$ cat src/sv/fsp_pkg.sv
// Package with shared types, constants and the CORDIC arctangent table.
`timescale 1ns / 1ps
package fsp_pkg;

    localparam int CORDIC_STEPS = 30;
    localparam int DIV_STEPS    = 18;
    localparam int SQRT_STEPS   = 17;
    localparam int FRAC_BITS    = 16;
    localparam logic [31:0] GOLDEN_TURN = 32'h61C88647;
    localparam logic signed [33:0] CORDIC_ONE = 34'sh026DD3B6A;

    typedef enum logic [0:0] {
        REG_POINT_COUNT   = 1'b0,
        REG_SPHERE_RADIUS = 1'b1
    } reg_index_t;

    typedef struct packed {
        logic signed [33:0] x;
        logic signed [33:0] y;
        logic signed [33:0] z;
    } cordic_t;

    typedef struct packed {
        logic [17:0] rem;
        logic [17:0] quo;
        logic [15:0] den;
        logic [35:0] num;
    } div_t;

    typedef struct packed {
        logic [35:0] rad;
        logic [35:0] bitv;
        logic [35:0] res;
    } sqrt_t;

    typedef struct packed {
        logic        oor;
        logic        flip;
        logic        zero_den;
        logic [15:0] idx;
        logic [15:0] radius;
    } side_t;

    function automatic logic signed [33:0] atan_turn(input int k);
        logic signed [33:0] r;
        begin
            unique case (k)
                0: r = 34'sh020000000;  1: r = 34'sh012E4051E;
                2: r = 34'sh009FB385B;  3: r = 34'sh0051111D4;
                4: r = 34'sh0028B0D43;  5: r = 34'sh00145D7E1;
                6: r = 34'sh000A2F61E;  7: r = 34'sh000517C55;
                8: r = 34'sh00028BE53;  9: r = 34'sh000145F2F;
                10: r = 34'sh0000A2F98; 11: r = 34'sh0000517CC;
                12: r = 34'sh000028BE6; 13: r = 34'sh0000145F3;
                14: r = 34'sh00000A2FA; 15: r = 34'sh00000517D;
                16: r = 34'sh0000028BE; 17: r = 34'sh00000145F;
                18: r = 34'sh000000A30; 19: r = 34'sh000000518;
                20: r = 34'sh00000028C; 21: r = 34'sh000000146;
                22: r = 34'sh0000000A3; 23: r = 34'sh000000051;
                24: r = 34'sh000000029; 25: r = 34'sh000000014;
                26: r = 34'sh00000000A; 27: r = 34'sh000000005;
                28: r = 34'sh000000003; 29: r = 34'sh000000001;
                default: r = '0;
            endcase
            return r;
        end
    endfunction

endpackage

$ cat src/sv/fsp_sqrt_cell.sv
// One integer square-root cell: decides one result bit per stage.
`timescale 1ns / 1ps
module fsp_sqrt_cell (
    input  logic           clk,
    input  logic           en,
    input  fsp_pkg::sqrt_t din,
    output fsp_pkg::sqrt_t dout
);
    import fsp_pkg::*;

    logic [35:0] trial;
    sqrt_t       next_v;

    always_comb
    begin
        trial  = din.res + din.bitv;
        next_v = din;
        if (din.rad >= trial)
        begin
            next_v.rad = din.rad - trial;
            next_v.res = (din.res >> 1) + din.bitv;
        end
        else
            next_v.res = din.res >> 1;
        next_v.bitv = din.bitv >> 2;
    end

    always_ff @(posedge clk)
    begin
        if (en)
            dout <= next_v;
    end
endmodule

$ cat config.mk
export PLATFORM = sky130hd
export DESIGN_NAME = fsp_sqrt_cell
export DESIGN_NICKNAME = d
export VERILOG_FILES = /design/src/sv/fsp_pkg.sv /design/src/sv/fsp_sqrt_cell.sv
export SDC_FILE = /design/constraint.sdc
export NUM_CORES = 1
export LEC_CHECK = 0
export BUFFER_PORTS_ARGS = -buffer_cell sky130_fd_sc_hd__buf_2
export CAP_MARGIN = 30
export CORE_UTILIZATION = 30
export DETAILED_ROUTE_END_ITERATION = 12
export SLEW_MARGIN = 0
export SYNTH_ARGS = -nofsm -noshare
export SYNTH_HDL_FRONTEND = slang
export SYNTH_SLANG_ARGS = --single-unit
$ cat constraint.sdc
create_clock -name clk -period 7.7 [get_ports clk]
set_input_delay 1.54 -clock clk [delete_from_list [all_inputs] [get_ports clk]]
set_output_delay 1.54 -clock clk [all_outputs]
set_load 0.05 [all_outputs]
==> results of run 1 <==
## metal layers
layer,up-vias,global-route usage (%),wire [um]
met1,4198,24.80,14420
met2,316,27.83,13390
met5,-,0,0
met4,0,7.300,967
met3,51,3.475,2000
li1,4561,-,-
## worst min path at each step
stage	startpoint	endpoint	slack, ns	cells past startpoint
2_1_floorplan	din[38]	dout[36]	1.64	0
3_3_place_gp	din[71]	dout[69]	1.77	1
3_5_place_dp	din[38]	dout[36]	1.77	1
4_1_cts	din[38]	dout[36]	1.38	1
5_1_grt	din[38]	dout[36]	1.37	1
6_report	din[38]	dout[36]	1.38	1
## cells by family (layout without fill, tap and decap cells)
kind of cell               count (synthesis)  count (layout)
AOI/OAI and AO/OA                        387             387
buffers and inverters                     77             273
other                                      1               3
adders and majority gates                109             109
muxes                                      6               6
DFF                                      106             106
and+or+nand+nor                          337             337
xor gates and xnor gates                  82              82
## through the flow
step | utilization (%) | instance area [sq um] | instances
detailed placement | 34.98 | 11350 | 1728
CTS | 35.93 | 11660 | 1744
global route | 35.94 | 11660 | 1745
finish | 35.94 | 11660 | 1745
global placement | 34.98 | 11350 | 1728
floorplan | - | 9871 | 1106
## synth_stat cells (4+ instances only)
| cell type | count | share of area [%] |
|---|---|---|
| a21oi_1 | 129 | 6.5 |
| edfxtp_1 | 106 | 32 |
| ha_1 | 106 | 13 |
| nor2_1 | 100 | 3.8 |
| nand2_1 | 89 | 3.4 |
| o21ai_0 | 70 | 3.6 |
| a21o_1 | 48 | 3.7 |
| xnor2_1 | 46 | 4.1 |
| inv_1 | 39 | 1.5 |
| xor2_1 | 36 | 3.2 |
| nand3_1 | 25 | 1.3 |
| and2_1 | 18 | 1.1 |
| nor3_1 | 18 | 0.91 |
| nand4_1 | 17 | 1.1 |
| o21bai_1 | 17 | 1.3 |
| buf_2 | 16 | 0.81 |
| clkbuf_1 | 16 | 0.61 |
| and3_1 | 15 | 0.95 |
| a211oi_1 | 14 | 1.1 |
| a31oi_1 | 14 | 0.89 |
| o21a_1 | 12 | 0.91 |
| nand2b_1 | 11 | 0.70 |
| o31ai_1 | 9 | 0.68 |
| nor2b_1 | 7 | 0.44 |
| o211ai_1 | 7 | 0.53 |
| mux2i_1 | 6 | 0.61 |
| or2_2 | 6 | 0.38 |
| a41oi_1 | 5 | 0.44 |
| nor3b_1 | 5 | 0.38 |
| o41ai_1 | 5 | 0.44 |
| a21boi_0 | 4 | 0.30 |
| a221o_1 | 4 | 0.41 |
| a221oi_1 | 4 | 0.36 |
| and4_1 | 4 | 0.36 |
| o211a_1 | 4 | 0.41 |
| o21ai_1 | 4 | 0.20 |
## where the power goes
part	internal, uW	leakage (uW)	total (uW)	switching [uW]
Sequential	790	0.00104	820	29.2
Combinational	497	0.00387	1610	1120
Clock	258	0.000149	500	241
## final cells by class
class / instances / area share [%]
clock inverter: 7 / 0.7187
antenna: 1 / 0.02145
inverter: 39 / 1.255
timing repair buffer: 218 / 9.547
clock buffer: 9 / 1.931
tap: 442 / 4.741
multi-input combinational: 923 / 54.49
sequential: 106 / 27.29
==> results.yml, run 1 <==
outcome:
  status: "finished clean"
power_and_ir_drop:
  power_density_mw_per_mm2: 251.5
  finalPower_uw: 2934
  p_leak_uw: 0.005057
  peakVddDrop_uv: 134.7
drt:
  first_pass_iters: 7
  routed_wl_um: 30780
  wl_per_cell_um: 17.64
  drt_iter0_drc: 663
  antenna_left: 0
  num_vias: 9126
  routed_via_density: 5.230
  drc: 0
clocking:
  cts_hold_buffers: 0
  root_buffer: "clkbuf_16"
  tritoncts: "built"
  path_clk_slew_ns: 0.08
  cts_inserted_buffers: 9
  clock_path_buffers: 2
  cts_resized: 0
  cts_sinks: 106
  cts_htree_levels: 3
  postCtsSetupBuffers: 0
timing:
  fmax_mhz: 154.6
  final_hold_viol_count: 0
  period_share_pct: 84.02
  drv_slew: 0
  setup_ws_ns: 1.231
  tightest_slew_ns: 0.7672
  relSlewSlack_pct: 48.85
  period_needed_ns: 6.469
  tns_ns: 0
  rsz0062_at_grt: "no"
  setup-violations-final: 0
  whs_ns: 1.383
synthesis:
  synth_compound_area_share_pct: 25.54
  synth-main-ff-cell: "edfxtp_1"
  synth_xor_xnor_area_share_pct: 7.279
  synth-simple-area-share_pct: 16.84
  synthAdderAreaFrac_pct: 14.05
  async_flop_share_pct: 0
  yosysSeqAreaShare_pct: 32.26
  syn_area_per_cell_sq_um: 8.929
  synth-edff-count: 106
  yosysUniqueCellTypes: 82
  mappedNetlistArea_sq_mm: 0.009867
  synth_top_family_by_area: "compound AO/OA/AOI/OAI gates"
  ys_warn_count: 0
  synth_cells: 1105
  synth-seq-cells: 106
  synthMuxAreaShare_pct: 0.6087
worst_hold_path:
  hold_path_class: "in2reg"
global_routing:
  antenna_found_initial: 1
  track_usage_pct: 18.10
  grt_start_max_net_pins: 64
  overflow: 0
  first_global_vias: 8541
  grt_pass1_wl_um: 47130
worst_setup_path:
  crit_end: "dout[34]"
  worstSetupPathType: "in2reg"
  crit_chain: "buf_2 -> ha_1 -> fa_1 -> a211o_1 -> a211oi_1 -> o31ai_1 -> a32oi_1 -> o21bai_1 -> a311oi_1 -> xor2_1 -> ha_1 -> and2_2 -> a21oi_2 -> o21a_1 -> a21oi_1 -> o41ai_2 -> and2_4 -> a221oi_1 -> a32o_1"
  arrival_ns: 6.59
  cp-start-kind: "primary input"
  critPathBufInv: 1
  endpoint_kind: "register"
  max_stage_delay_ns: 0.69
  critPathRequiredTime_ns: 7.82
  cp_num_cells: 19
  cp_top_family: "compound AO/OA/AOI/OAI gates"
  cpMostUsedCell: "ha_1"
  critPathSlowestCell: "and2_4"
  startpoint: "din[0]"
  path_max_fanout: 63
finish:
  regArea_sq_mm: 0.003183
  nNetsFinal: 1516
  multi_input_area_sq_mm: 0.006356
  area_delta_synth_final_pct: 18.21
  final_cell_mix: "214 x buf_2, 129 x a21oi_1, 106 x ha_1, 106 x edfxtp_1, 100 x nor2_1"
  final_common_cell: "buf_2"
  largestRegisters: "dout (106)"
  largest-register: "dout"
  largest_reg_flops: 106
  nFillCells: 3353
  drive_gt1_share_pct: 19.97
place:
  globalplace.congestion: 0.9250
  hpwlAfterDp_um: 24610
  pre_cts_ws_ns: 0.8193
  io_buffers: 215
job:
  max_cap_viol_count: 0
die:
  die_area_sq_mm: 0.03362
  die_h_um: 183.4
  io_pins: 218
  die_x_um: 183.4
  floorplan.initialDensity_pct: 30.40
  core_area_sq_mm: 0.03245
  num_rows: 66
No activity file was read; power rests on OpenSTA's default activity.
==> run 2, diff against run 1 <==
clock period = 5.75 ns   (was 7.7 ns; I/O delays follow)
==> results.yml, run 2 (synthesized netlist as in run 1, its figures left out) <==
finish:
  largest_reg_flops: 106
  largestRegisters: "dout (106)"
  nNetsFinal: 1588
  post_layout_nonfiller_instances: 1814
  nFillCells: 3309
  area_delta_synth_final_pct: 24.28
  final_common_cell: "buf_2"
  final_cell_mix: "214 x buf_2, 129 x a21oi_1, 106 x edfxtp_1"
  drive_gt1_share_pct: 24.53
  regArea_sq_mm: 0.003183
  multi_input_area_sq_mm: 0.006401
  largest-register: "dout"
timing:
  period_share_pct: 94.94
  final_hold_viol_count: 0
  setup-violations-final: 0
  period_needed_ns: 5.459
  relSlewSlack_pct: 37.58
  whs_ns: 1.005
  fmax_mhz: 183.2
  setup_ws_ns: 0.2909
  rsz0062_at_grt: "no"
  tightest_slew_ns: 0.9364
  drv_slew: 0
outcome:
  status: "finished clean"
die:
  core_area_sq_mm: 0.03245
  num_rows: 66
  io_pins: 218
  die_h_um: 183.4
  die_x_um: 183.4
  die_area_sq_mm: 0.03362
  floorplan.initialDensity_pct: 30.40
clocking:
  cts_inserted_buffers: 9
  root_buffer: "clkbuf_16"
  cts_sinks: 106
  clock_path_buffers: 2
  cts_htree_levels: 3
  tritoncts: "built"
  postCtsSetupBuffers: 0
  path_clk_slew_ns: 0.07
  cts_hold_buffers: 0
power_and_ir_drop:
  power_density_mw_per_mm2: 333.6
  peakVddDrop_uv: 122.7
  p_leak_uw: 0.005407
drt:
  num_vias: 9304
  antenna_left: 0
  first_pass_iters: 5
  wl_per_cell_um: 17.44
  drt_iter0_drc: 782
  drc: 0
  routed_wl_um: 31640
  routed_via_density: 5.129
place:
  globalplace.congestion: 0.9540
  hpwlAfterDp_um: 25690
  pre_cts_ws_ns: -0.3352
  io_buffers: 215
  dpl.cell_count: 1800
worst_setup_path:
  arrival_ns: 5.70
  path_max_fanout: 7
  endpoint_kind: "register"
  worstSetupPathType: "in2reg"
  critPathRequiredTime_ns: 5.99
  cp-start-kind: "primary input"
global_routing:
  grt_pass1_wl_um: 48580
  grt_start_max_net_pins: 67
  first_global_vias: 8915
  antenna_found_initial: 2
  overflow: 0
  track_usage_pct: 18.71
worst_hold_path:
  hold_path_class: "in2reg"
job:
  max_cap_viol_count: 0
run 2: what timing repair did:
| action | 4_1_cts | 5_1_grt |
|---|---|---|
| endpoints found under the setup margin | 0 | 68 |
| resized for setup | 0 | 10 |
| endpoints found under the hold margin | 0 | 0 |
run 2: final timing paths:
kind	cells past startpoint	from	to	slack, ns
worst min-delay path	1	din[38]	dout[36]	1.00
worst max-delay path	20	din[0]	dout[107]	0.29
run 2: worst max-delay path, cell delays in order:
cell and delay, ns:
buf_2 0.10, ha_1 0.22, fa_1 0.39, a211o_1 0.28, a211oi_1 0.25, o31ai_1 0.16, a32oi_2 0.25, o21bai_1 0.17
a311oi_2 0.31, xor2_1 0.12, ha_2 0.40, buf_4 0.14, nand3_4 0.07, nor4_4 0.36, nand4_1 0.15, o21ai_2 0.20
o41ai_2 0.12, and2_4 0.24, or4b_1 0.52, nand4_1 0.10
run 2: final cells by class:
class	instances	area share (%)
diodes	2	0.04081
clock buffers	9	1.837
clock inverters	3	0.3673
inverters	39	1.194
multi-input cells	923	52.20
flip-flops and latches	106	25.96
well taps	442	4.510
repair buffers	290	13.90
run 2: metrics by stage:
| stage | total power, uW | cell area [sq um] | util (%) | setup TNS [ns] |
|---|---|---|---|---|
| finish | 4091 | 12260 | 37.79 | 0 |
| detailed placement | 3450 | 11940 | 36.80 | -12.86 |
| global placement | 3440 | 11940 | 36.80 | -4.819 |
| floorplan | 2745 | 9871 | - | 0 |
| global route | 4332 | 12260 | 37.78 | 0 |
| CTS | 4083 | 12210 | 37.63 | 0 |
run 2: layer usage:
layer | vias up | track usage, % | share of wire (%)
met5 | - | 0 | 0
met4 | 0 | 6.433 | 2.3
met3 | 42 | 2.403 | 4.9
met2 | 240 | 30.46 | 45
met1 | 4317 | 25.43 | 48
li1 | 4705 | - | -
run 2: power by group:
group	total, uW	internal (uW)	switching (uW)
logic	2370	826	1540
clock network	622	328	294
registers	1100	1060	42.7
==> run 3, diff against run 2 <==
ABC_AREA = 1   (was not set)
RECOVER_POWER = 50   (was not set)
==> results.yml, run 3 <==
die:
  die_x_um: 197.9
  core_area_sq_mm: 0.03767
  floorplan.initialDensity_pct: 30.55
  die_area_sq_mm: 0.03914
  io_pins: 218
  num_rows: 71
  die_h_um: 197.9
finish:
  final_area_sq_mm: 0.01334
  antenna_cells: 0
  largest-register: "dout"
  final_common_cell: "nand2_1"
  nFillCells: 4253
  nNetsFinal: 2247
  drive_gt1_share_pct: 7.427
  largestRegisters: "dout (106)"
  final_cell_mix: "760 x nand2_1, 250 x inv_1, 172 x nor2_1"
  fin_util_pct: 35.42
  largest_reg_flops: 106
  area_delta_synth_final_pct: 15.95
global_routing:
  track_usage_pct: 20.93
  antenna_found_initial: 1
  overflow: 0
  grt_start_max_net_pins: 75
  grt_pass1_wl_um: 61870
  first_global_vias: 11140
synthesis:
  async_flop_share_pct: 0
  yosysSeqAreaShare_pct: 27.66
  yosysTopAreaCell: "edfxtp_1"
  synth-main-ff-cell: "edfxtp_1"
  mappedNetlistArea_sq_mm: 0.01151
  synth-edff-count: 106
  yosysMostFrequentCell: "nand2_1"
  synth_area_leaders: "edfxtp_1 28%, nand2_1 25%, ha_1 12%"
  synth_common_cells: "760 x nand2_1, 250 x inv_1, 172 x nor2_1"
  ys_warn_count: 0
  synth-seq-cells: 106
  yosysUniqueCellTypes: 32
  syn_area_per_cell_sq_um: 6.344
  synth_cells: 1814
  yosysTopAreaCellShare_pct: 27.66
worst_setup_path:
  endpoint_kind: "register"
  critPathRequiredTime_ns: 6.00
  cpMostUsedCell: "nand2_1"
  critPathSlowestCell: "fa_1"
  max_stage_delay_ns: 0.48
  arrival_ns: 5.26
  worstSetupPathType: "in2reg"
  cp-start-kind: "primary input"
  path_max_fanout: 25
  startpoint: "din[0]"
drt:
  antenna_left: 0
  drt_iter0_drc: 981
  wl_per_cell_um: 16.10
  num_vias: 12050
  routed_via_density: 4.737
  drc: 0
  routed_wl_um: 40960
  first_pass_iters: 5
place:
  globalplace.congestion: 0.9581
  post_dp_cell_area_sq_mm: 0.01314
  hpwlAfterDp_um: 34530
  io_buffers: 215
timing:
  relSlewSlack_pct: -153.5
  tns_ns: 0
  setup-violations-final: 0
  final_hold_viol_count: 0
  whs_ns: 1.038
  rsz0062_at_grt: "no"
  fmax_mhz: 199.7
  tightest_slew_ns: 3.803
  period_needed_ns: 5.007
  period_share_pct: 87.08
  drv_slew: 67
outcome:
  status: "finished with violations"
  violations: "capacitance limit, slew limit"
clocking:
  cts_resized: 0
  cts_inserted_buffers: 9
  cts_htree_levels: 3
  postCtsSetupBuffers: 0
  cts_hold_buffers: 0
  tritoncts: "built"
  clock_path_buffers: 2
  root_buffer: "clkbuf_16"
  cts_sinks: 106
  path_clk_slew_ns: 0.08
job:
  max_cap_viol_count: 1
worst_hold_path:
  hold_path_class: "in2reg"
  worstHoldStart: "din[38]"
power_and_ir_drop:
  peakVddDrop_uv: 157.8
  power_density_mw_per_mm2: 296.3
  p_leak_uw: 0.006883
## run 3: cell count changes after synthesis, sizes merged, moves of 19 or more
| cell | before | now |
|---|---|---|
| nand2 | 89 | 761 |
| o21ai | 75 | 48 |
| a21oi | 130 | 97 |
| xnor2 | 46 | 23 |
| nand3 | 26 | 99 |
| nor2 | 100 | 174 |
| a21o | 48 | 8 |
| inv | 39 | 254 |
| nand3b | 2 | 21 |
## run 3: layout make-up
type | count | area, sq um | area share (%)
sequential | 106 | 3183 | 23.86
clock inverter | 7 | 101.3 | 0.7596
tap | 511 | 639.4 | 4.792
multi-input combinational | 1438 | 7228 | 54.17
timing repair buffer | 219 | 1012 | 7.586
clock buffer | 9 | 225.2 | 1.688
inverter | 254 | 953.4 | 7.146
## run 3: final timing paths
kind	endpoint	slack, ns	cells past startpoint
min	dout[36]	1.04	1
max	dout[81]	0.74	28
## run 3: metal layers
layer  vias to the layer above  routed length (um)  GRT usage [%]
met4                         2                 975          6.747
met5                         -                   4              0
li1                       6220                   -              -
met1                      5408               19680          28.95
met3                        51                2409          2.930
met2                       370               17890          33.35
## run 3: worst max-delay path, delay by kind of cell
family          cells  cell delay [ns]
compound gates      1             0.16
fa+ha+maj           3             1.07
buf+inv             3             0.84
simple gates       21             2.01
## run 3: logic make-up after synthesis
family | after synthesis | synth area share [%]
compound gates | 170 | 7.916
xor+xnor | 58 | 4.414
fa+ha+maj | 109 | 12.05
buf+inv | 271 | 9.557
flops | 106 | 27.66
other cells | 1 | 0.03259
simple gates | 1099 | 38.37
## run 3: metrics by stage
step,setup WS [ns],total power [uW],std cells
after floorplan,1.552,2707,1815
after global placement,0.4059,3270,2528
after detailed placement,0.3966,3272,2528
after CTS,0.7998,4005,2544
after global routing,0.4310,4245,2544
final,0.7432,3954,2544
## run 3: report_power, final
part           leakage [uW]  internal (uW)  switching (uW)
Sequential          0.00104           1040            38.3
Combinational       0.00569            583            1580
Clock              0.000158            386             325
