<file path="src/sv/fsp_pkg.sv">
// Package with shared types, constants and the CORDIC arctangent table.
`timescale 1ns / 1ps
package fsp_pkg;

    localparam int CORDIC_STEPS = 30;
    localparam int DIV_STEPS    = 18;
    localparam int SQRT_STEPS   = 17;
    localparam int FRAC_BITS    = 16;
    localparam logic [31:0] GOLDEN_TURN = 32'h61C88647;
    localparam logic signed [33:0] CORDIC_ONE = 34'sh026DD3B6A;

    typedef enum logic [0:0] {
        REG_POINT_COUNT   = 1'b0,
        REG_SPHERE_RADIUS = 1'b1
    } reg_index_t;

    typedef struct packed {
        logic signed [33:0] x;
        logic signed [33:0] y;
        logic signed [33:0] z;
    } cordic_t;

    typedef struct packed {
        logic [17:0] rem;
        logic [17:0] quo;
        logic [15:0] den;
        logic [35:0] num;
    } div_t;

    typedef struct packed {
        logic [35:0] rad;
        logic [35:0] bitv;
        logic [35:0] res;
    } sqrt_t;

    typedef struct packed {
        logic        oor;
        logic        flip;
        logic        zero_den;
        logic [15:0] idx;
        logic [15:0] radius;
    } side_t;

    function automatic logic signed [33:0] atan_turn(input int k);
        logic signed [33:0] r;
        begin
            unique case (k)
                0: r = 34'sh020000000;  1: r = 34'sh012E4051E;
                2: r = 34'sh009FB385B;  3: r = 34'sh0051111D4;
                4: r = 34'sh0028B0D43;  5: r = 34'sh00145D7E1;
                6: r = 34'sh000A2F61E;  7: r = 34'sh000517C55;
                8: r = 34'sh00028BE53;  9: r = 34'sh000145F2F;
                10: r = 34'sh0000A2F98; 11: r = 34'sh0000517CC;
                12: r = 34'sh000028BE6; 13: r = 34'sh0000145F3;
                14: r = 34'sh00000A2FA; 15: r = 34'sh00000517D;
                16: r = 34'sh0000028BE; 17: r = 34'sh00000145F;
                18: r = 34'sh000000A30; 19: r = 34'sh000000518;
                20: r = 34'sh00000028C; 21: r = 34'sh000000146;
                22: r = 34'sh0000000A3; 23: r = 34'sh000000051;
                24: r = 34'sh000000029; 25: r = 34'sh000000014;
                26: r = 34'sh00000000A; 27: r = 34'sh000000005;
                28: r = 34'sh000000003; 29: r = 34'sh000000001;
                default: r = '0;
            endcase
            return r;
        end
    endfunction

endpackage

</file>
<file path="src/sv/fsp_cordic_cell.sv">
// One rotation-mode CORDIC cell with a fixed shift and arctangent.
`timescale 1ns / 1ps
module fsp_cordic_cell #(
    parameter int STEP = 0
) (
    input  logic             clk,
    input  logic             en,
    input  fsp_pkg::cordic_t din,
    output fsp_pkg::cordic_t dout
);
    import fsp_pkg::*;

    localparam logic signed [33:0] ATAN = atan_turn(STEP);
    logic signed [33:0] dx;
    logic signed [33:0] dy;
    cordic_t            next_v;

    always_comb
    begin
        dx = din.y >>> STEP;
        dy = din.x >>> STEP;
        if (!din.z[33])
        begin
            next_v.x = din.x - dx;
            next_v.y = din.y + dy;
            next_v.z = din.z - ATAN;
        end
        else
        begin
            next_v.x = din.x + dx;
            next_v.y = din.y - dy;
            next_v.z = din.z + ATAN;
        end
    end

    always_ff @(posedge clk)
    begin
        if (en)
            dout <= next_v;
    end
endmodule

</file>
<file path="config.mk">
export PLATFORM = sky130hd
export DESIGN_NAME = fsp_cordic_cell
export DESIGN_NICKNAME = d
export VERILOG_FILES = /design/src/sv/fsp_pkg.sv /design/src/sv/fsp_cordic_cell.sv
export SDC_FILE = /design/constraint.sdc
export NUM_CORES = 1
export LEC_CHECK = 0
export BUFFER_PORTS_ARGS = -buffer_cell sky130_fd_sc_hd__buf_2
export CORE_ASPECT_RATIO = 1.75
export CORE_MARGIN = 2
export CORE_UTILIZATION = 35
export DETAILED_ROUTE_END_ITERATION = 7
export HOLD_SLACK_MARGIN = 0.08
export PLACE_DENSITY = 0.69
export SLEW_MARGIN = 20
export SYNTH_ARGS = -nofsm -noshare
export SYNTH_HDL_FRONTEND = slang
export SYNTH_SLANG_ARGS = --single-unit
export TNS_END_PERCENT = 20
</file>
<file path="constraint.sdc">
create_clock -name clk -period 3 [get_ports clk]
set_input_delay 0.3 -clock clk [delete_from_list [all_inputs] [get_ports clk]]
set_output_delay 0.3 -clock clk [all_outputs]
set_load 0.02 [all_outputs]
</file>
==> flow_summary.json, run 1 <==
{
  "core_sq_um": 25300,
  "ys_seq_area_share_pct": 33.6,
  "cap_violations": 0,
  "fin_cells": 1715,
  "hold_depth": 1,
  "pwr-share-seq_pct": 33.9,
  "grt_max_degree": 50,
  "hold_class": "primary input to flip-flop",
  "mostFrequentLayoutCells": "buf_4 (213), buf_2 (204), a21oi_1 (118), ha_1 (101), edfxtp_1 (101)",
  "die_w_um": 125,
  "p_int_mw": 3.48,
  "status": "completed",
  "post-dp-hpwl_um": 27000,
  "hold_viol_final": 0,
  "syn2layout_area_growth_pct": 37.1,
  "ys.flop_type": "edfxtp_1",
  "vdd_drop_max_v": 0.000293,
  "fin_ws_ns": 0.0346,
  "antenna_found_initial": 1,
  "syn_area_sq_um": 9030,
  "power_mw": 5.55,
  "p_sw_mw": 2.06,
  "powerDensity_nw_per_um2": 448,
  "synth-edff-count": 101,
  "num_rows": 77,
  "clkTransAtPathRegs_ns": 0.08,
  "synth_cells": 997,
  "synth_cell_types": 80,
  "ant_nets": 0,
  "timing.fmax_mhz": 337,
  "p_sw_share_pct": 37.2,
  "combPwrFrac_pct": 43.2,
  "whs_endpoint": "dout[15]",
  "cts_setup_buffers": 0,
  "whs_ns": 0.0940,
  "ys_seq_elements": 101,
  "wl_per_cell_um": 19.1,
  "rsz0062_at_grt": "true",
  "htreeDepth": 3,
  "cp-start-kind": "primary input",
  "p_leak_nw": 5.73,
  "slew_violations": 0,
  "fin_setup_tns_ns": 0,
  "cts_sinks": 101,
  "die_h_um": 216,
  "drcViolationCount": 0,
  "setup_violations": 0,
  "ys.warnings.count": 0,
  "worst_slew_pin_slew_ns": 0.745,
  "post-route-cell-area_sq_um": 12400,
  "grt.total_usage_pct": 23.8,
  "worstPathArrival_ns": 3.09,
  "viasPerCell": 5.27,
  "slew_headroom_pct": 50.3,
  "gp_congestion": 0.989,
  "dp.cells": 1684,
  "numPortBuffers": 205,
  "cp_max_fo": 8,
  "drive_above_1_share_pct": 34.0,
  "numCtsBuffers": 9,
  "dr_total_vias": 9038,
  "cp-end-kind": "flip-flop",
  "synth_area_per_cell_sq_um": 9.06,
  "period_minus_slack_ns": 2.97,
  "nets": 1603,
  "drtIter0Drc": 497,
  "wirelength_um": 32700,
  "place_area_sq_um": 11800,
  "largest_reg_flops": 101,
  "final_core_util_pct": 48.9,
  "synth-async-reset-ratio_pct": 0,
  "min_from": "din[15]",
  "reg.largest.list": "dout (101)",
  "min_period_over_period_pct": 98.8,
  "layout_commonest_cell": "buf_4",
  "cts_buffer_depth": 2,
  "grt_pass1_wl_um": 50100,
  "top_register": "dout",
  "initial_core_util_pct": 35.6,
  "pre_cts_ws_ns": -0.363,
  "grt-ovfl-total": 0,
  "pin_count": 206,
  "required_ns": 3.13,
  "cts-root-buf": "clkbuf_16",
  "synth_nets": 1207,
  "p_clk_share_pct": 23.0,
  "drt-pass1-iter-count": 5,
  "path_class": "primary input to flip-flop",
  "cts_tree": "built",
  "grt_pass1_vias": 9428,
  "dieArea_sq_um": 27200
}
worst max-delay path by stage:
stage | from | end | slack [ns] | depth (start not counted)
final | din[42] | dout[98] | 0.03 | 14
after global routing | din[42] | dout[98] | -0.06 | 14
after CTS | din[37] | dout[101] | 0.02 | 15
after detailed placement | din[42] | dout[98] | -0.36 | 16
after global placement | din[42] | dout[98] | -0.38 | 16
after floorplan | din[34] | dout[64] | 0.10 | 12
metal layers:
metal	wire [um]	part of all wire (%)	track usage, %
met1	10800	33	22.2
met4	2600	7.9	17.7
met3	1240	3.8	3.28
met2	18100	55	46.1
met5	0	0	0
power groups by stage:
stage	Combinational [mW]	Clock [mW]	Sequential [mW]
2_1_floorplan	1.04	0	2.17
3_3_place_gp	2.31	0	1.91
3_5_place_dp	2.33	0	1.91
4_1_cts	2.35	1.31	1.88
5_1_grt	2.57	1.35	1.89
6_report	2.39	1.27	1.88
timing repair:
| action | 4_1_cts | 5_1_grt |
|---|---|---|
| endpoints found under the setup margin | 0 | 19 |
| endpoints found under the hold margin | 13 | 1 |
| hold buffers | 13 | 1 |
| resized for setup | 0 | 19 |
critical path, cell delays in order:
cell and delay [ns]:
buf_2 0.09, inv_1 0.04, ha_1 0.31, buf_4 0.17, buf_4 0.15, o31ai_1 0.37
o41a_2 0.21, a31oi_1 0.07, o31ai_2 0.29, a31oi_1 0.14, buf_4 0.16, o41a_1 0.36
o32ai_1 0.33, xnor2_1 0.10
final cells by class:
cell class                 instances  area (sq um)
antenna                            1          2.50
clock buffer                       9           225
clock inverter                     7          91.3
fill                            2440         13000
inverter                         103           392
multi-input combinational        746          5470
sequential                       101          3030
tap                              316           395
timing repair buffer             432          2780
Yosys cell counts (11+ instances only):
library cell,n,area [sq um]
a21o_1,21,158
mux2i_1,16,160
nand3_1,11,55.1
o21a_1,11,82.6
nand2_1,43,161
nor2b_1,11,68.8
a21oi_1,118,591
ha_1,102,1280
clkbuf_1,20,75.1
o21ai_0,50,250
nor2_1,99,372
o21bai_1,22,165
xnor2_1,65,569
edfxtp_1,101,3030
inv_1,96,360
buf_1,12,45.0
nor3_1,23,115
cells by family after synthesis:
logic type	Yosys count	synth area share [%]
mux	16	1.77
flops	101	33.6
xor+xnor	69	6.69
buf+inv	150	6.80
compound gates	319	23.7
fa+ha+maj	106	15.0
simple gates	236	12.4
(Power assumes the default switching activity.)
==> inputs of run 2 (changes only) <==
CORE_ASPECT_RATIO = not set   (was 1.75)
CORE_UTILIZATION = 31   (was 35)
PLACE_DENSITY = 0.64   (was 0.69)
==> run 2 against run 1 <==
Compared with the run above:
- die area grew 12%
- global-route usage decreased by 4.4 points
- cell count up 2.2%
- clock power down 6%
- setup slack improved by 0.060 ns
- flip-flop and latch count stayed put
- power is 2.0% lower
- hold slack gained 0.020 ns
- clock-buffer cell count is the same
- combinational power down 2%
- utilization fell by 6.1 points
- via count decreased by 3.3%
==> flow_summary.json, run 2 (synthesized netlist as in run 1, its figures left out) <==
{
  "initial_core_util_pct": 31.5,
  "whs_ns": 0.114,
  "numPortBuffers": 205,
  "mostFrequentLayoutCells": "buf_2 (204), buf_4 (197), a21oi_1 (117), ha_1 (101), edfxtp_1 (101)",
  "wirelength_um": 30400,
  "drcViolationCount": 0,
  "htreeDepth": 3,
  "startpoint": "din[34]",
  "setup_violations": 0,
  "numCtsBuffers": 9,
  "drt-pass1-iter-count": 5,
  "path_cells": "buf_2 -> ha_1 -> fa_1 -> nor2b_1 -> or3_1 -> a21oi_2 -> o21bai_4 -> a311oi_2 -> buf_4 -> o21ai_2 -> nand3_1 -> o2bb2ai_2 -> o32ai_2 -> xnor2_1",
  "largest_reg_flops": 101,
  "cpMaxStageDelayCell": "fa_1",
  "dr_total_vias": 8744,
  "status": "completed",
  "path_delay_family": "compound AO/OA/AOI/OAI gates",
  "worstPathArrival_ns": 3.02,
  "hold_buffers": 0,
  "powerDensity_nw_per_um2": 442,
  "dieArea_sq_um": 30500,
  "die_w_um": 175,
  "core_sq_um": 28700,
  "min_period_over_period_pct": 96.8,
  "dp.cells": 1735,
  "grt_max_degree": 56,
  "syn2layout_area_growth_pct": 36.0,
  "n_fill_cell": 2875,
  "grt.total_usage_pct": 19.4,
  "fin_setup_tns_ns": 0,
  "period_minus_slack_ns": 2.91,
  "grt-ovfl-total": 0,
  "pin_count": 206,
  "cts_tree": "built",
  "fin_cells": 1752,
  "path_class": "primary input to flip-flop",
  "cts_buffer_depth": 2,
  "cts-root-buf": "clkbuf_16",
  "cp-start-kind": "primary input",
  "timing.fmax_mhz": 344,
  "n_antenna_cell": 0,
  "layout_commonest_cell": "buf_2",
  "slew_violations": 0,
  "vdd_drop_max_v": 0.000286,
  "seq_area_sq_um": 3030,
  "rsz0062_at_grt": "true",
  "cap_violations": 0,
  "cpPeakStageDelay_ns": 0.42,
  "reg.largest.list": "dout (101)",
  "nets": 1573,
  "num_rows": 62,
  "antenna_found_initial": 0,
  "die_h_um": 175,
  "p_leak_nw": 5.59,
  "ant_nets": 0,
  "cp_num_buf_inv": 2,
  "required_ns": 3.11,
  "post-dp-hpwl_um": 25300,
  "hold_class": "primary input to flip-flop",
  "multi_input_area_sq_um": 5550,
  "cp_max_fo": 4,
  "wl_per_cell_um": 17.4,
  "grt_pass1_vias": 8568,
  "worst_slew_pin_slew_ns": 0.674,
  "cp-end-kind": "flip-flop",
  "slew_headroom_pct": 53.9,
  "top_register": "dout",
  "viasPerCell": 4.99,
  "cts_sinks": 101,
  "grt_pass1_wl_um": 46800,
  "gp_congestion": 0.951,
  "clkTransAtPathRegs_ns": 0.08,
  "drtIter0Drc": 539,
  "drive_above_1_share_pct": 33.8,
  "min_from": "din[14]",
  "power_mw": 5.43,
  "hold_viol_final": 0
}
-- run 2: timing repair --
| item | 4_1_cts | 5_1_grt |
|---|---|---|
| pin swaps | 0 | 5 |
| buffers inserted | 0 | 1 |
| endpoints found under the hold margin | 0 | 0 |
| endpoints found under the setup margin | 1 | 24 |
| gates resized for setup | 2 | 27 |
-- run 2: worst paths after layout --
check       end  slack, ns  cells past startpoint
min    dout[14]       0.11                      1
max    dout[66]       0.09                     14
-- run 2: final cells by class --
| type | count | share of cell area, % |
|---|---|---|
| multi-input cells | 746 | 45.2 |
| flip-flops and latches | 101 | 24.7 |
| repair buffers | 402 | 20.5 |
| well taps | 384 | 3.91 |
| inverters | 103 | 3.19 |
| clock buffers | 9 | 1.83 |
| clock inverters | 7 | 0.662 |
-- run 2: report_power, final --
part	switching, mW	leakage [nW]	internal (mW)
combinational	1.38	4.46	0.972
clock	0.544	0.147	0.659
sequential	0.0566	0.989	1.82
-- run 2: stage by stage --
stage                     util [%]  setup slack [ns]  instance area [sq um]
final                         42.8            0.0950                  12300
after global routing          42.8           -0.0199                  12300
after CTS                     42.2           0.00262                  12100
after detailed placement      41.1            -0.379                  11800
after global placement        41.1            -0.353                  11800
after floorplan                  -             0.103                   9030
-- run 2: layer usage --
layer  share of wire, %  vias to the layer above  track usage [%]
li1                   -                     4303                -
met1                 46                     4087             27.6
met2                 46                      326             31.0
met3                6.8                       28             2.74
met4                1.5                        0             4.83
met5                  0                        -                0
==> inputs of run 3 (changes only) <==
ABC_AREA = 1   (was not set)
PLACE_DENSITY = 0.63   (was 0.64)
==> run 3 against run 2 <==
Compared with the run above:
- utilization down 6.0 points
- sequential share of layout area shrank 0.058 points
- critical path type unchanged
- critical endpoint is now dout[64]
- clock power up 16%
==> flow_summary.json, run 3 <==
{
  "die_w_um": 188,
  "min_period_over_period_pct": 80.7,
  "hold_buffers": 0,
  "synth_cell_types": 42,
  "startpoint": "din[55]",
  "htreeDepth": 3,
  "cp_common_cell": "nand2_1",
  "hold_depth": 1,
  "synth_area_per_cell_sq_um": 6.70,
  "cts_resized": 0,
  "worst-path-stages": 12,
  "ys_top_cells_by_count": "nand2_1 (456), inv_1 (232), nand3_1 (164)",
  "grt-ovfl-total": 0,
  "cap_violations": 0,
  "synth-edff-count": 101,
  "period_minus_slack_ns": 2.42,
  "pin_count": 206,
  "cp_num_buf_inv": 3,
  "cp-start-kind": "primary input",
  "synth_nets": 1779,
  "ys.flop_type": "edfxtp_1",
  "cts_setup_buffers": 0,
  "path_cells": "buf_2 -> inv_1 -> ha_1 -> nand2_1 -> nor2_1 -> inv_1 -> nor3_1 -> nand2_1 -> nand2_1 -> nand2_1 -> nand3_1 -> nand2_1",
  "vdd_drop_max_v": 0.000269,
  "largest_reg_flops": 101,
  "fin_setup_tns_ns": 0,
  "n_fill_cell": 3680,
  "viasPerCell": 5.02,
  "dr_total_vias": 11089,
  "grt_pass1_vias": 10732,
  "ant_nets": 0,
  "rsz0062_at_grt": "false",
  "path_class": "primary input to flip-flop",
  "die_h_um": 188,
  "layout_commonest_cell": "nand2_1",
  "drcViolationCount": 0,
  "core_sq_um": 33400,
  "synth_top_area_cell": "edfxtp_1",
  "grt_pass1_wl_um": 58500,
  "drt-pass1-iter-count": 8,
  "synth-async-reset-ratio_pct": 0,
  "numPortBuffers": 205,
  "num_rows": 67,
  "top_register": "dout",
  "cpPeakStageDelay_ns": 0.54,
  "timing.fmax_mhz": 413,
  "worstPathArrival_ns": 2.54,
  "required_ns": 3.12,
  "dieArea_sq_um": 35400,
  "n_antenna_cell": 0,
  "worst_slew_pin_slew_ns": 0.750,
  "grt.total_usage_pct": 21.5,
  "hold_class": "primary input to flip-flop",
  "slew_violations": 0,
  "clkTransAtPathRegs_ns": 0.09,
  "ys_seq_area_share_pct": 28.8,
  "cts_sinks": 101,
  "mostFrequentLayoutCells": "nand2_1 (456), inv_1 (231), buf_2 (204), nand3_1 (164), nor2_1 (135)",
  "min_from": "din[0]",
  "gp_congestion": 0.950,
  "wl_per_cell_um": 17.5,
  "wirelength_um": 38600,
  "drive_above_1_share_pct": 15.6,
  "p_leak_nw": 6.26,
  "initial_core_util_pct": 31.4,
  "slew_headroom_pct": 50.0,
  "ys_seq_elements": 101,
  "drtIter0Drc": 784,
  "reg.largest.list": "dout (101)",
  "antenna_found_initial": 0,
  "ys.warnings.count": 0,
  "synth.top_cell.area_share_pct": 28.8,
  "grt_max_degree": 83,
  "nets": 1967,
  "synth_cells": 1569,
  "post-dp-hpwl_um": 32200,
  "cp_max_fo": 8,
  "final_core_util_pct": 36.8,
  "cts_tree": "built",
  "path_delay_family": "simple AND/OR/NAND/NOR gates",
  "cpMaxStageDelayCell": "ha_1",
  "seq_area_sq_um": 3030,
  "synth.most_common_cell": "nand2_1",
  "status": "completed",
  "yosys-top-cells-area": "edfxtp_1 (29%), nand2_1 (16%), ha_1 (12%)",
  "syn2layout_area_growth_pct": 17.0,
  "cts-root-buf": "clkbuf_16",
  "hold_viol_final": 0,
  "cp-end-kind": "flip-flop",
  "setup_violations": 0,
  "powerDensity_nw_per_um2": 436,
  "numCtsBuffers": 9,
  "syn_area_sq_um": 10500,
  "multi_input_area_sq_um": 6320,
  "cts_buffer_depth": 2
}
[run 3: cell type report]
class / count / share of cell area (%)
multi-input combinational: 1185 / 51.3
clock buffer: 9 / 1.83
tap: 448 / 4.55
clock inverter: 7 / 0.844
timing repair buffer: 223 / 9.56
sequential: 101 / 24.6
inverter: 237 / 7.23
[run 3: cells by family after synthesis]
| family | Yosys count | synth area share, % |
|---|---|---|
| flip-flops | 101 | 28.8 |
| AND/OR/NAND/NOR | 813 | 32.6 |
| adder cells (fa/ha/maj) | 106 | 12.9 |
| XOR/XNOR | 27 | 2.25 |
| buffers and inverters | 283 | 11.1 |
| AO/OA/AOI/OAI | 239 | 12.4 |
[run 3: final timing paths]
check | end | slack, ns
setup / recovery | dout[64] | 0.58
hold / removal | dout[0] | 0.11
[run 3: per-stage QoR]
stage	worst slack (ns)	std cells	instance area [sq um]	hold slack [ns]	total power, mW
4_1_cts	0.676	2210	12300	0.0957	5.38
6_report	0.579	2210	12300	0.109	5.36
2_1_floorplan	0.998	1569	10500	0.399	3.23
3_3_place_gp	0.262	2194	12000	0.477	3.96
3_5_place_dp	0.283	2194	12000	0.478	3.98
5_1_grt	0.410	2210	12300	0.0927	5.67
[run 3: routing by layer]
metal	GRT usage (%)	part of all wire, %	vias up
met3	3.04	6.7	42
met2	35.3	45	420
met1	29.3	46	5182
met4	6.54	2.4	0
met5	0	0	-
li1	-	-	5445
[run 3: power breakdown]
part	switching [mW]	internal (mW)
combinational	1.49	0.655
sequential	0.0512	1.78
clock	0.640	0.748
total	2.18	3.18
