### src/sv/fsp_pkg.sv
// Package with shared types, constants and the CORDIC arctangent table.
`timescale 1ns / 1ps
package fsp_pkg;

    localparam int CORDIC_STEPS = 30;
    localparam int DIV_STEPS    = 18;
    localparam int SQRT_STEPS   = 17;
    localparam int FRAC_BITS    = 16;
    localparam logic [31:0] GOLDEN_TURN = 32'h61C88647;
    localparam logic signed [33:0] CORDIC_ONE = 34'sh026DD3B6A;

    typedef enum logic [0:0] {
        REG_POINT_COUNT   = 1'b0,
        REG_SPHERE_RADIUS = 1'b1
    } reg_index_t;

    typedef struct packed {
        logic signed [33:0] x;
        logic signed [33:0] y;
        logic signed [33:0] z;
    } cordic_t;

    typedef struct packed {
        logic [17:0] rem;
        logic [17:0] quo;
        logic [15:0] den;
        logic [35:0] num;
    } div_t;

    typedef struct packed {
        logic [35:0] rad;
        logic [35:0] bitv;
        logic [35:0] res;
    } sqrt_t;

    typedef struct packed {
        logic        oor;
        logic        flip;
        logic        zero_den;
        logic [15:0] idx;
        logic [15:0] radius;
    } side_t;

    function automatic logic signed [33:0] atan_turn(input int k);
        logic signed [33:0] r;
        begin
            unique case (k)
                0: r = 34'sh020000000;  1: r = 34'sh012E4051E;
                2: r = 34'sh009FB385B;  3: r = 34'sh0051111D4;
                4: r = 34'sh0028B0D43;  5: r = 34'sh00145D7E1;
                6: r = 34'sh000A2F61E;  7: r = 34'sh000517C55;
                8: r = 34'sh00028BE53;  9: r = 34'sh000145F2F;
                10: r = 34'sh0000A2F98; 11: r = 34'sh0000517CC;
                12: r = 34'sh000028BE6; 13: r = 34'sh0000145F3;
                14: r = 34'sh00000A2FA; 15: r = 34'sh00000517D;
                16: r = 34'sh0000028BE; 17: r = 34'sh00000145F;
                18: r = 34'sh000000A30; 19: r = 34'sh000000518;
                20: r = 34'sh00000028C; 21: r = 34'sh000000146;
                22: r = 34'sh0000000A3; 23: r = 34'sh000000051;
                24: r = 34'sh000000029; 25: r = 34'sh000000014;
                26: r = 34'sh00000000A; 27: r = 34'sh000000005;
                28: r = 34'sh000000003; 29: r = 34'sh000000001;
                default: r = '0;
            endcase
            return r;
        end
    endfunction

endpackage

### src/sv/fsp_div_cell.sv
// One restoring-division cell: produces one quotient bit per stage.
`timescale 1ns / 1ps
module fsp_div_cell (
    input  logic          clk,
    input  logic          en,
    input  fsp_pkg::div_t din,
    output fsp_pkg::div_t dout
);
    import fsp_pkg::*;

    logic [17:0] shifted;
    logic [18:0] diff;
    div_t        next_v;

    always_comb
    begin
        shifted = {din.rem[16:0], din.num[35]};
        diff    = {1'b0, shifted} - {3'b000, din.den};
        next_v  = din;
        next_v.num = {din.num[34:0], 1'b0};
        if (!diff[18])
        begin
            next_v.rem = diff[17:0];
            next_v.quo = {din.quo[16:0], 1'b1};
        end
        else
        begin
            next_v.rem = shifted;
            next_v.quo = {din.quo[16:0], 1'b0};
        end
    end

    always_ff @(posedge clk)
    begin
        if (en)
            dout <= next_v;
    end
endmodule

### config.mk
export PLATFORM = sky130hd
export DESIGN_NAME = fsp_div_cell
export DESIGN_NICKNAME = d
export VERILOG_FILES = /design/src/sv/fsp_pkg.sv /design/src/sv/fsp_div_cell.sv
export SDC_FILE = /design/constraint.sdc
export NUM_CORES = 1
export LEC_CHECK = 0
export ABC_AREA = 0
export BUFFER_PORTS_ARGS = -buffer_cell sky130_fd_sc_hd__buf_2
export CAP_MARGIN = 20
export CORE_MARGIN = 2
export CORE_UTILIZATION = 46
export DETAILED_ROUTE_END_ITERATION = 8
export GPL_TIMING_DRIVEN = 0
export PLACE_DENSITY = 0.78
export REMOVE_ABC_BUFFERS = 1
export SKIP_CTS_REPAIR_TIMING = 1
export SYNTH_ARGS = -nofsm -noshare
export SYNTH_HDL_FRONTEND = slang
export SYNTH_SLANG_ARGS = --single-unit
export TNS_END_PERCENT = 10
### constraint.sdc
create_clock -name clk -period 3 [get_ports clk]
set_input_delay 0.6 -clock clk [delete_from_list [all_inputs] [get_ports clk]]
set_output_delay 0.6 -clock clk [all_outputs]
set_load 0.01 [all_outputs]
==> impl_metrics.env, run 1 <==
export IMPL_grt_pass1_wl_um=13740
export IMPL_via_count=2761
export IMPL_std_cell_rows=32
export IMPL_hpwl_um=7146
export IMPL_clock_path_buffers=2
export IMPL_synth_area_mux_share_pct=0
export IMPL_min_path_cells=1
export IMPL_postPlaceCellArea_um2=4733
export IMPL_endpoint_kind="flop"
export IMPL_fmax_ghz=0.3442
export IMPL_die_w_um=94.14
export IMPL_worstPathMaxFanout=20
export IMPL_cp_startpoint="din[35]"
export IMPL_cts_tree="yes"
export IMPL_synth_most_common_cell="edfxtp_1"
export IMPL_yosysWarnings=0
export IMPL_maxCapViolations=0
export IMPL_outcome="complete, no violations"
export IMPL_cts_buffers=9
export IMPL_path_clk_slew_ns=0.09
export IMPL_initial_core_util_pct=47.87
export IMPL_gr_total_overflow=0
export IMPL_gp_congestion=0.8167
export IMPL_yosys_area_share_simple_pct=5.424
export IMPL_yosys_cell_types_count=44
export IMPL_p_leak_uw=0.002221
export IMPL_fill_cells=614
export IMPL_wire_per_inst_um=17.18
export IMPL_drtIter0Drc=142
export IMPL_coreArea_um2=7807
export IMPL_top_regs="dout: 87 flops"
export IMPL_io_pins=178
export IMPL_synthArstFlopShare_pct=0
export IMPL_ant_nets=0
export IMPL_synth_edf_count=87
export IMPL_htree_levels=3
export IMPL_irDropWorstVdd_uv=273.7
export IMPL_hp_class="in2reg"
export IMPL_ys_seq_area_share_pct=69.90
export IMPL_synth_top_family_by_area="compound AO/OA/AOI/OAI gates"
export IMPL_fp_dieArea_um2=8861
export IMPL_synth_top_area_cell="edfxtp_1"
export IMPL_port_buffers=174
export IMPL_first_pass_iters=4
export IMPL_synth_top_cell_area_share_pct=69.90
export IMPL_critPathCapture="dout[83]"
export IMPL_whs_ns=0.4271
export IMPL_final_cell_area_um2=4979
export IMPL_syn_area_per_cell_um2=14.49
export IMPL_grt_pass1_vias=2628
export IMPL_cts_sinks=87
export IMPL_period_needed_ns=2.906
export IMPL_critical_path_required_ns=3.18
export IMPL_fin_crit_sh_pct=96.85
export IMPL_syn_inst=258
export IMPL_grt_util_all_layers_pct=20.95
export IMPL_die_height_um=94.14
export IMPL_largest_reg_flops=87
export IMPL_wl_um=9448
export IMPL_grt_max_degree=54
export IMPL_synthAdderAreaFrac_pct=5.892
export IMPL_drc=0
export IMPL_finalSetupViolations=0
export IMPL_largest_register="dout"
export IMPL_fin_setup_tns_ns=0
export IMPL_syn_area_um2=3737
export IMPL_yosys_area_share_xor_xnor_pct=3.047
export IMPL_root_buffer="clkbuf_8"
export IMPL_slew_viol_final=0
export IMPL_worst_setup_path_type="in2reg"
export IMPL_drt_vias_per_instance=5.020
export IMPL_nets=549
export IMPL_drive_gt1_share_pct=45.19
export IMPL_power_density_nw_per_um2=586.5
export IMPL_synth_area_leaders="edfxtp_1 (70%), ha_1 (5.4%), inv_1 (2.2%)"
export IMPL_syn2layout_area_growth_pct=33.21
export IMPL_antenna_found_initial=0
export IMPL_crit_arrival_ns=3.09
export IMPL_synthTopCellsByCount="edfxtp_1 (87), inv_1 (22), nor2_1 (17)"
export IMPL_ys_flop_type="edfxtp_1"
export IMPL_ys_ff_latch=87
export IMPL_hold_viol=0
export IMPL_start_kind="input port"
export IMPL_synth_compound_area_share_pct=12.45
## power breakdown
group / internal, µW / leakage (µW) / switching (µW) / total (µW)
clock: 474 / 0.000103 / 415 / 889
combinational: 227 / 0.00127 / 302 / 529
sequential: 1480 / 0.000852 / 26.5 / 1500
## per-stage QoR
| stage | worst slack [ns] | cells | util (%) | total power, µW |
|---|---|---|---|---|
| 6_report | 0.09446 | 550 | 63.77 | 2920 |
| 4_1_cts | 0.01293 | 546 | 63.45 | 2931 |
| 3_3_place_gp | -0.2786 | 529 | 60.24 | 2029 |
| 3_5_place_dp | -0.3327 | 530 | 60.62 | 2052 |
| 2_1_floorplan | 0.1835 | 253 | - | 1801 |
| 5_1_grt | -0.005079 | 549 | 63.73 | 3044 |
## area by class of cell
cell class	instances	area [µm²]	share of cell area [%]
flip-flops and latches	87	2613	52.48
multi-input cells	143	1006	20.21
repair buffers	178	923.4	18.55
clock buffers	10	127.6	2.563
well taps	102	127.6	2.563
clock inverters	6	92.59	1.860
inverters	23	86.33	1.734
diodes	1	2.502	0.05026
## worst max-delay path, cell delays in order
cell      delay (ns)
buf_2           0.10
inv_1           0.06
ha_1            0.19
inv_1           0.07
fa_1            0.40
a21o_1          0.20
a311o_1         0.44
a31oi_4         0.26
o21a_4          0.21
inv_2           0.15
o2111a_1        0.19
a211oi_2        0.20
## layer usage
layer  GRT usage (%)  vias up  wire [µm]
li1                -     1335          -
met3           4.896       12        768
met4           7.971        0        152
met5               0        -          0
met2           37.92      119       4963
met1           23.89     1295       3564
## cell usage in the layout (no fill, tap or decap), types with 2 or more instances in the layout
cell type   Yosys  final
buf_2           2    173
and3_1          2      2
o21ai_0        15     15
xor2_1          6      6
nand3_1         4      4
buf_4           1      4
a31o_2          2      2
ha_1           16     16
bufinv_16       0      2
a21boi_0        2      2
a211oi_1        6      6
a21o_1          6      6
a31oi_1         2      2
xnor2_1         7      7
a211oi_2        2      2
inv_1          22     22
clkbuf_8        0      9
clkinvlp_4      0      2
nor2_1         17     17
a21oi_1        16     16
and2_1          2      2
nand2_1        15     15
o21bai_1        2      2
o31ai_1         2      2
edfxtp_1       87     87
## worst min path at each step
| stage | startpoint | endpoint |
|---|---|---|
| after CTS | din[21] | dout[22] |
| final | din[27] | dout[28] |
| after detailed placement | din[5] | dout[6] |
| after global routing | din[21] | dout[22] |
| after global placement | din[7] | dout[8] |
| after floorplan | din[9] | dout[10] |
## cells by family (layout without fill, tap and decap cells)
family | count (synthesis) | in the layout
adder cells (fa/ha/maj) | 17 | 17
XOR/XNOR | 13 | 13
AO/OA/AOI/OAI | 66 | 66
other | 1 | 2
AND/OR/NAND/NOR | 46 | 46
flip-flops | 87 | 87
buffers and inverters | 28 | 217
Note: power is estimated with default switching activity, not from simulation.
==> run 2, diff against run 1 <==
--- a/config.mk
+++ b/config.mk
@@ -12,9 +12,10 @@
 export CORE_UTILIZATION = 46
 export DETAILED_ROUTE_END_ITERATION = 8
 export GPL_TIMING_DRIVEN = 0
-export PLACE_DENSITY = 0.78
+export PLACE_DENSITY = 0.88
 export REMOVE_ABC_BUFFERS = 1
 export SKIP_CTS_REPAIR_TIMING = 1
+export SKIP_LAST_GASP = 1
 export SYNTH_ARGS = -nofsm -noshare
 export SYNTH_HDL_FRONTEND = slang
 export SYNTH_SLANG_ARGS = --single-unit
==> impl_metrics.env, run 2 (synthesis gave the netlist of run 1 again) <==
export IMPL_period_needed_ns=2.834
export IMPL_coreArea_um2=7807
export IMPL_fin_crit_sh_pct=94.47
export IMPL_hold_viol=0
export IMPL_root_buffer="clkbuf_8"
export IMPL_drtIter0Drc=89
export IMPL_drc=0
export IMPL_path_clk_slew_ns=0.10
export IMPL_hp_class="in2reg"
export IMPL_die_w_um=94.14
export IMPL_first_pass_iters=4
export IMPL_via_count=2711
export IMPL_top_regs="dout: 87 flops"
export IMPL_drive_gt1_share_pct=45.31
export IMPL_postPlaceCellArea_um2=4733
export IMPL_clock_path_buffers=2
export IMPL_layout_commonest_cell="buf_2"
export IMPL_grt_pass1_vias=2722
export IMPL_std_cell_rows=32
export IMPL_start_kind="input port"
export IMPL_grt_util_all_layers_pct=19.79
export IMPL_io_pins=178
export IMPL_hp_start="din[30]"
export IMPL_power_uw=2801
export IMPL_port_buffers=174
export IMPL_finalSetupViolations=0
export IMPL_wire_per_inst_um=16.24
export IMPL_grt_max_degree=60
export IMPL_irDropWorstVdd_uv=293.8
export IMPL_gr_total_overflow=0
export IMPL_crit_arrival_ns=3.02
export IMPL_final_cell_mix="buf_2 (173), edfxtp_1 (87), inv_1 (22)"
export IMPL_maxCapViolations=0
export IMPL_cts_buffers=9
export IMPL_nets=550
export IMPL_syn2layout_area_growth_pct=32.41
export IMPL_worstPathMaxFanout=20
export IMPL_fp_dieArea_um2=8861
export IMPL_outcome="complete, no violations"
export IMPL_cts_sinks=87
export IMPL_hpwl_um=7004
export IMPL_fin_setup_tns_ns=0
export IMPL_antenna_cells=0
export IMPL_drt_vias_per_instance=4.929
export IMPL_final_cell_area_um2=4949
export IMPL_critical_path_required_ns=3.19
export IMPL_fmax_ghz=0.3528
export IMPL_rsz0062_at_grt="false"
export IMPL_ant_nets=0
export IMPL_endpoint_kind="flop"
export IMPL_initial_core_util_pct=47.87
export IMPL_cts_tree="yes"
export IMPL_min_path_cells=1
export IMPL_antenna_found_initial=0
export IMPL_whs_endpoint="dout[31]"
export IMPL_htree_levels=3
export IMPL_slew_viol_final=0
export IMPL_wl_um=8931
export IMPL_die_height_um=94.14
export IMPL_p_leak_uw=0.002220
export IMPL_grt_pass1_wl_um=13070
export IMPL_largest_reg_flops=87
export IMPL_gp_congestion=0.8358
export IMPL_power_density_nw_per_um2=566.0
export IMPL_largest_register="dout"
export IMPL_worst_setup_path_type="in2reg"
==> run 2: cell type report <==
class,count,area [µm²]
multi-input combinational,143,1006
sequential,87,2613
tap,102,127.6
fill,615,2859
clock inverter,7,61.31
clock buffer,9,123.9
timing repair buffer,179,930.9
inverter,23,86.33
==> run 2: how the worst max path moves through the flow <==
stage             from       end  depth (start not counted)
3_3_place_gp   din[35]  dout[83]                         12
6_report       din[35]  dout[83]                         12
4_1_cts        din[35]  dout[83]                         12
2_1_floorplan  din[35]  dout[83]                         11
3_5_place_dp   din[35]  dout[83]                         12
5_1_grt        din[35]  dout[83]                         12
==> run 2: report_power, final <==
part	total (µW)	internal [µW]	switching, µW
Combinational	527	228	299
Sequential	1500	1480	26.4
Clock	772	322	450
Total	2800	2030	776
==> run 2: through the flow <==
stage	setup WS (ns)	util [%]	hold WS, ns	std cells
after floorplan	0.1835	-	0.6989	253
after global placement	-0.2508	60.24	0.7774	529
after detailed placement	-0.2738	60.62	0.7784	530
after CTS	0.1004	63.00	0.3957	546
after global routing	0.07558	63.38	0.3833	550
final	0.1658	63.38	0.4147	550
==> run 2: worst max-delay path, stage by stage <==
cell and delay, ns:
buf_2 0.10, inv_1 0.05, ha_1 0.16, inv_1 0.06, fa_1 0.39, a21o_1 0.21
a311o_1 0.43, a31oi_4 0.26, o21a_4 0.21, inv_2 0.15, o2111a_1 0.19, a211oi_2 0.20
==> run 2: metal layers <==
| layer | up-vias | track usage (%) | wire, µm |
|---|---|---|---|
| met5 | - | 0 | 0 |
| met4 | 0 | 8.333 | 182 |
| met3 | 17 | 6.100 | 707 |
| met2 | 120 | 34.64 | 4616 |
| met1 | 1247 | 22.29 | 3424 |
| li1 | 1327 | - | - |
==> run 3, diff against run 2 <==
--- a/config.mk
+++ b/config.mk
@@ -12,6 +12,7 @@
 export CORE_UTILIZATION = 46
 export DETAILED_ROUTE_END_ITERATION = 8
 export GPL_TIMING_DRIVEN = 0
+export MAX_ROUTING_LAYER = met4
 export PLACE_DENSITY = 0.88
 export REMOVE_ABC_BUFFERS = 1
 export SKIP_CTS_REPAIR_TIMING = 1
@@ -19,4 +20,4 @@
 export SYNTH_ARGS = -nofsm -noshare
 export SYNTH_HDL_FRONTEND = slang
 export SYNTH_SLANG_ARGS = --single-unit
-export TNS_END_PERCENT = 10
+export TNS_END_PERCENT = 5
==> constraint.sdc (replaced) <==
create_clock -name clk -period 3 [get_ports clk]
set_input_delay 0.75 -clock clk [delete_from_list [all_inputs] [get_ports clk]]
set_output_delay 0.75 -clock clk [all_outputs]
set_load 0.01 [all_outputs]
==> impl_metrics.env, run 3 (synthesis gave the netlist of run 1 again) <==
export IMPL_std_cell_rows=32
export IMPL_fill_cells=626
export IMPL_gr_total_overflow=0
export IMPL_p_int_uw=2098
export IMPL_final_cell_mix="buf_2 (173), edfxtp_1 (87), inv_1 (22)"
export IMPL_p_leak_uw=0.002228
export IMPL_cts_tree="yes"
export IMPL_power_density_nw_per_um2=571.3
export IMPL_die_height_um=94.14
export IMPL_first_pass_iters=5
export IMPL_critPathMaxStageDelay_ns=0.40
export IMPL_place_ws_ns=-0.4455
export IMPL_switching_share_pct=26.21
export IMPL_coreArea_um2=7807
export IMPL_layout_commonest_cell="buf_2"
export IMPL_cts_buffers=9
export IMPL_p_sw_uw=745.1
export IMPL_via_count=2786
export IMPL_cts_sinks=87
export IMPL_finalSetupViolations=0
export IMPL_critPathMostFrequentCell="inv_1"
export IMPL_grt_pass1_vias=2699
export IMPL_fp_dieArea_um2=8861
export IMPL_period_needed_ns=2.880
export IMPL_ant_nets=0
export IMPL_antenna_cells=0
export IMPL_hp_class="in2reg"
export IMPL_path_clk_slew_ns=0.09
export IMPL_drc=0
export IMPL_grt_max_degree=53
export IMPL_irDropWorstVdd_uv=259.4
export IMPL_htree_levels=3
export IMPL_cpMaxStageDelayCell="fa_1"
export IMPL_clock_power_share_pct=28.4
export IMPL_worstPathCellList="buf_2 > inv_1 > ha_1 > inv_1 > fa_1 > a21o_1 > a311o_1 > a31oi_4 > o21a_4 > inv_4 > o211a_1 > a211oi_2"
export IMPL_cp_startpoint="din[35]"
export IMPL_fmax_ghz=0.3472
export IMPL_pwr_share_seq_pct=52.8
export IMPL_syn2layout_area_growth_pct=33.14
export IMPL_grt_pass1_wl_um=13230
export IMPL_hpwl_um=6919
export IMPL_largest_reg_flops=87
export IMPL_drt_vias_per_instance=5.047
export IMPL_endpoint_kind="flop"
export IMPL_start_kind="input port"
export IMPL_maxCapViolations=0
export IMPL_largest_register="dout"
export IMPL_port_buffers=174
export IMPL_critPathTopFamily="compound AO/OA/AOI/OAI gates"
export IMPL_layoutNonFillerInstCount=552
export IMPL_max_slew_margin_rel_pct=65.86
export IMPL_comb_power_share_pct=18.7
export IMPL_setup_ws_ns=0.1200
export IMPL_top_regs="dout: 87 flops"
export IMPL_die_w_um=94.14
export IMPL_critPathCapture="dout[85]"
export IMPL_tightest_slew_ns=0.5121
export IMPL_crit_arrival_ns=3.06
export IMPL_io_pins=178
export IMPL_gp_congestion=0.8368
export IMPL_slew_viol_final=0
export IMPL_drtIter0Drc=123
export IMPL_grt_util_all_layers_pct=20.74
export IMPL_drive_gt1_share_pct=45.33
export IMPL_outcome="complete, no violations"
export IMPL_critical_path_required_ns=3.18
export IMPL_wire_per_inst_um=16.16
export IMPL_worstPathMaxFanout=20
export IMPL_hold_viol=0
export IMPL_rsz0062_at_grt="false"
export IMPL_whs_ns=0.5662
export IMPL_worst_path_buf_inv=4
export IMPL_fin_crit_sh_pct=96.00
export IMPL_dp_cells=530
export IMPL_antenna_found_initial=0
export IMPL_root_buffer="clkbuf_8"
export IMPL_worst_setup_path_type="in2reg"
export IMPL_initial_core_util_pct=47.87
export IMPL_wl_um=8922
export IMPL_worst_path_stages=12
export IMPL_clock_path_buffers=2
export IMPL_nets=552
-- run 3: cell types whose count changed in the layout (fill, tap and decap cells not counted), sizes merged --
cell,change
clkinv,+1
clkinvlp,+1
inv,-4
buf,+2
clkbuf,+1
bufinv,+1
-- run 3: layout make-up --
type	instances	area, µm²	area share [%]
Sequential cell	87	2613	52.50
Clock inverter	6	67.56	1.358
Clock buffer	10	127.6	2.565
Timing Repair Buffer	181	945.9	19.01
Inverter	23	88.84	1.785
Tap cell	102	127.6	2.565
Multi-Input combinational cell	143	1006	20.22
-- run 3: worst min path at each step --
stage,from,endpoint,slack [ns],cells after the start
after floorplan,din[9],dout[10],0.85,0
after global placement,din[67],dout[68],0.93,1
after detailed placement,din[8],dout[9],0.93,1
after CTS,din[30],dout[31],0.55,1
after global routing,din[64],dout[65],0.54,1
final,din[30],dout[31],0.57,1
-- run 3: layer usage --
| metal | vias up | share of wire [%] | global-route usage, % |
|---|---|---|---|
| met1 | 1313 | 39 | 22.28 |
| met3 | 12 | 7.1 | 5.217 |
| met2 | 125 | 52 | 36.96 |
| li1 | 1336 | - | - |
| met4 | 0 | 1.7 | 7.729 |
| met5 | - | 0 | - |
-- run 3: power by group through the flow --
stage / sequential (µW) / combinational (µW) / clock, µW
after floorplan: 1600 / 201 / 0
after global placement: 1530 / 498 / 0
after detailed placement: 1530 / 520 / 0
after CTS: 1500 / 523 / 826
after global routing: 1510 / 587 / 879
final: 1500 / 533 / 808
-- run 3: stage by stage --
step	utilization (%)	setup TNS [ns]	total power, µW	cell area [µm²]
2_1_floorplan	-	0	1801	3705
3_3_place_gp	60.24	-4.204	2027	4703
3_5_place_dp	60.62	-4.778	2052	4733
4_1_cts	63.13	-0.1477	2853	4928
5_1_grt	63.73	0	2979	4976
6_report	63.73	0	2843	4976
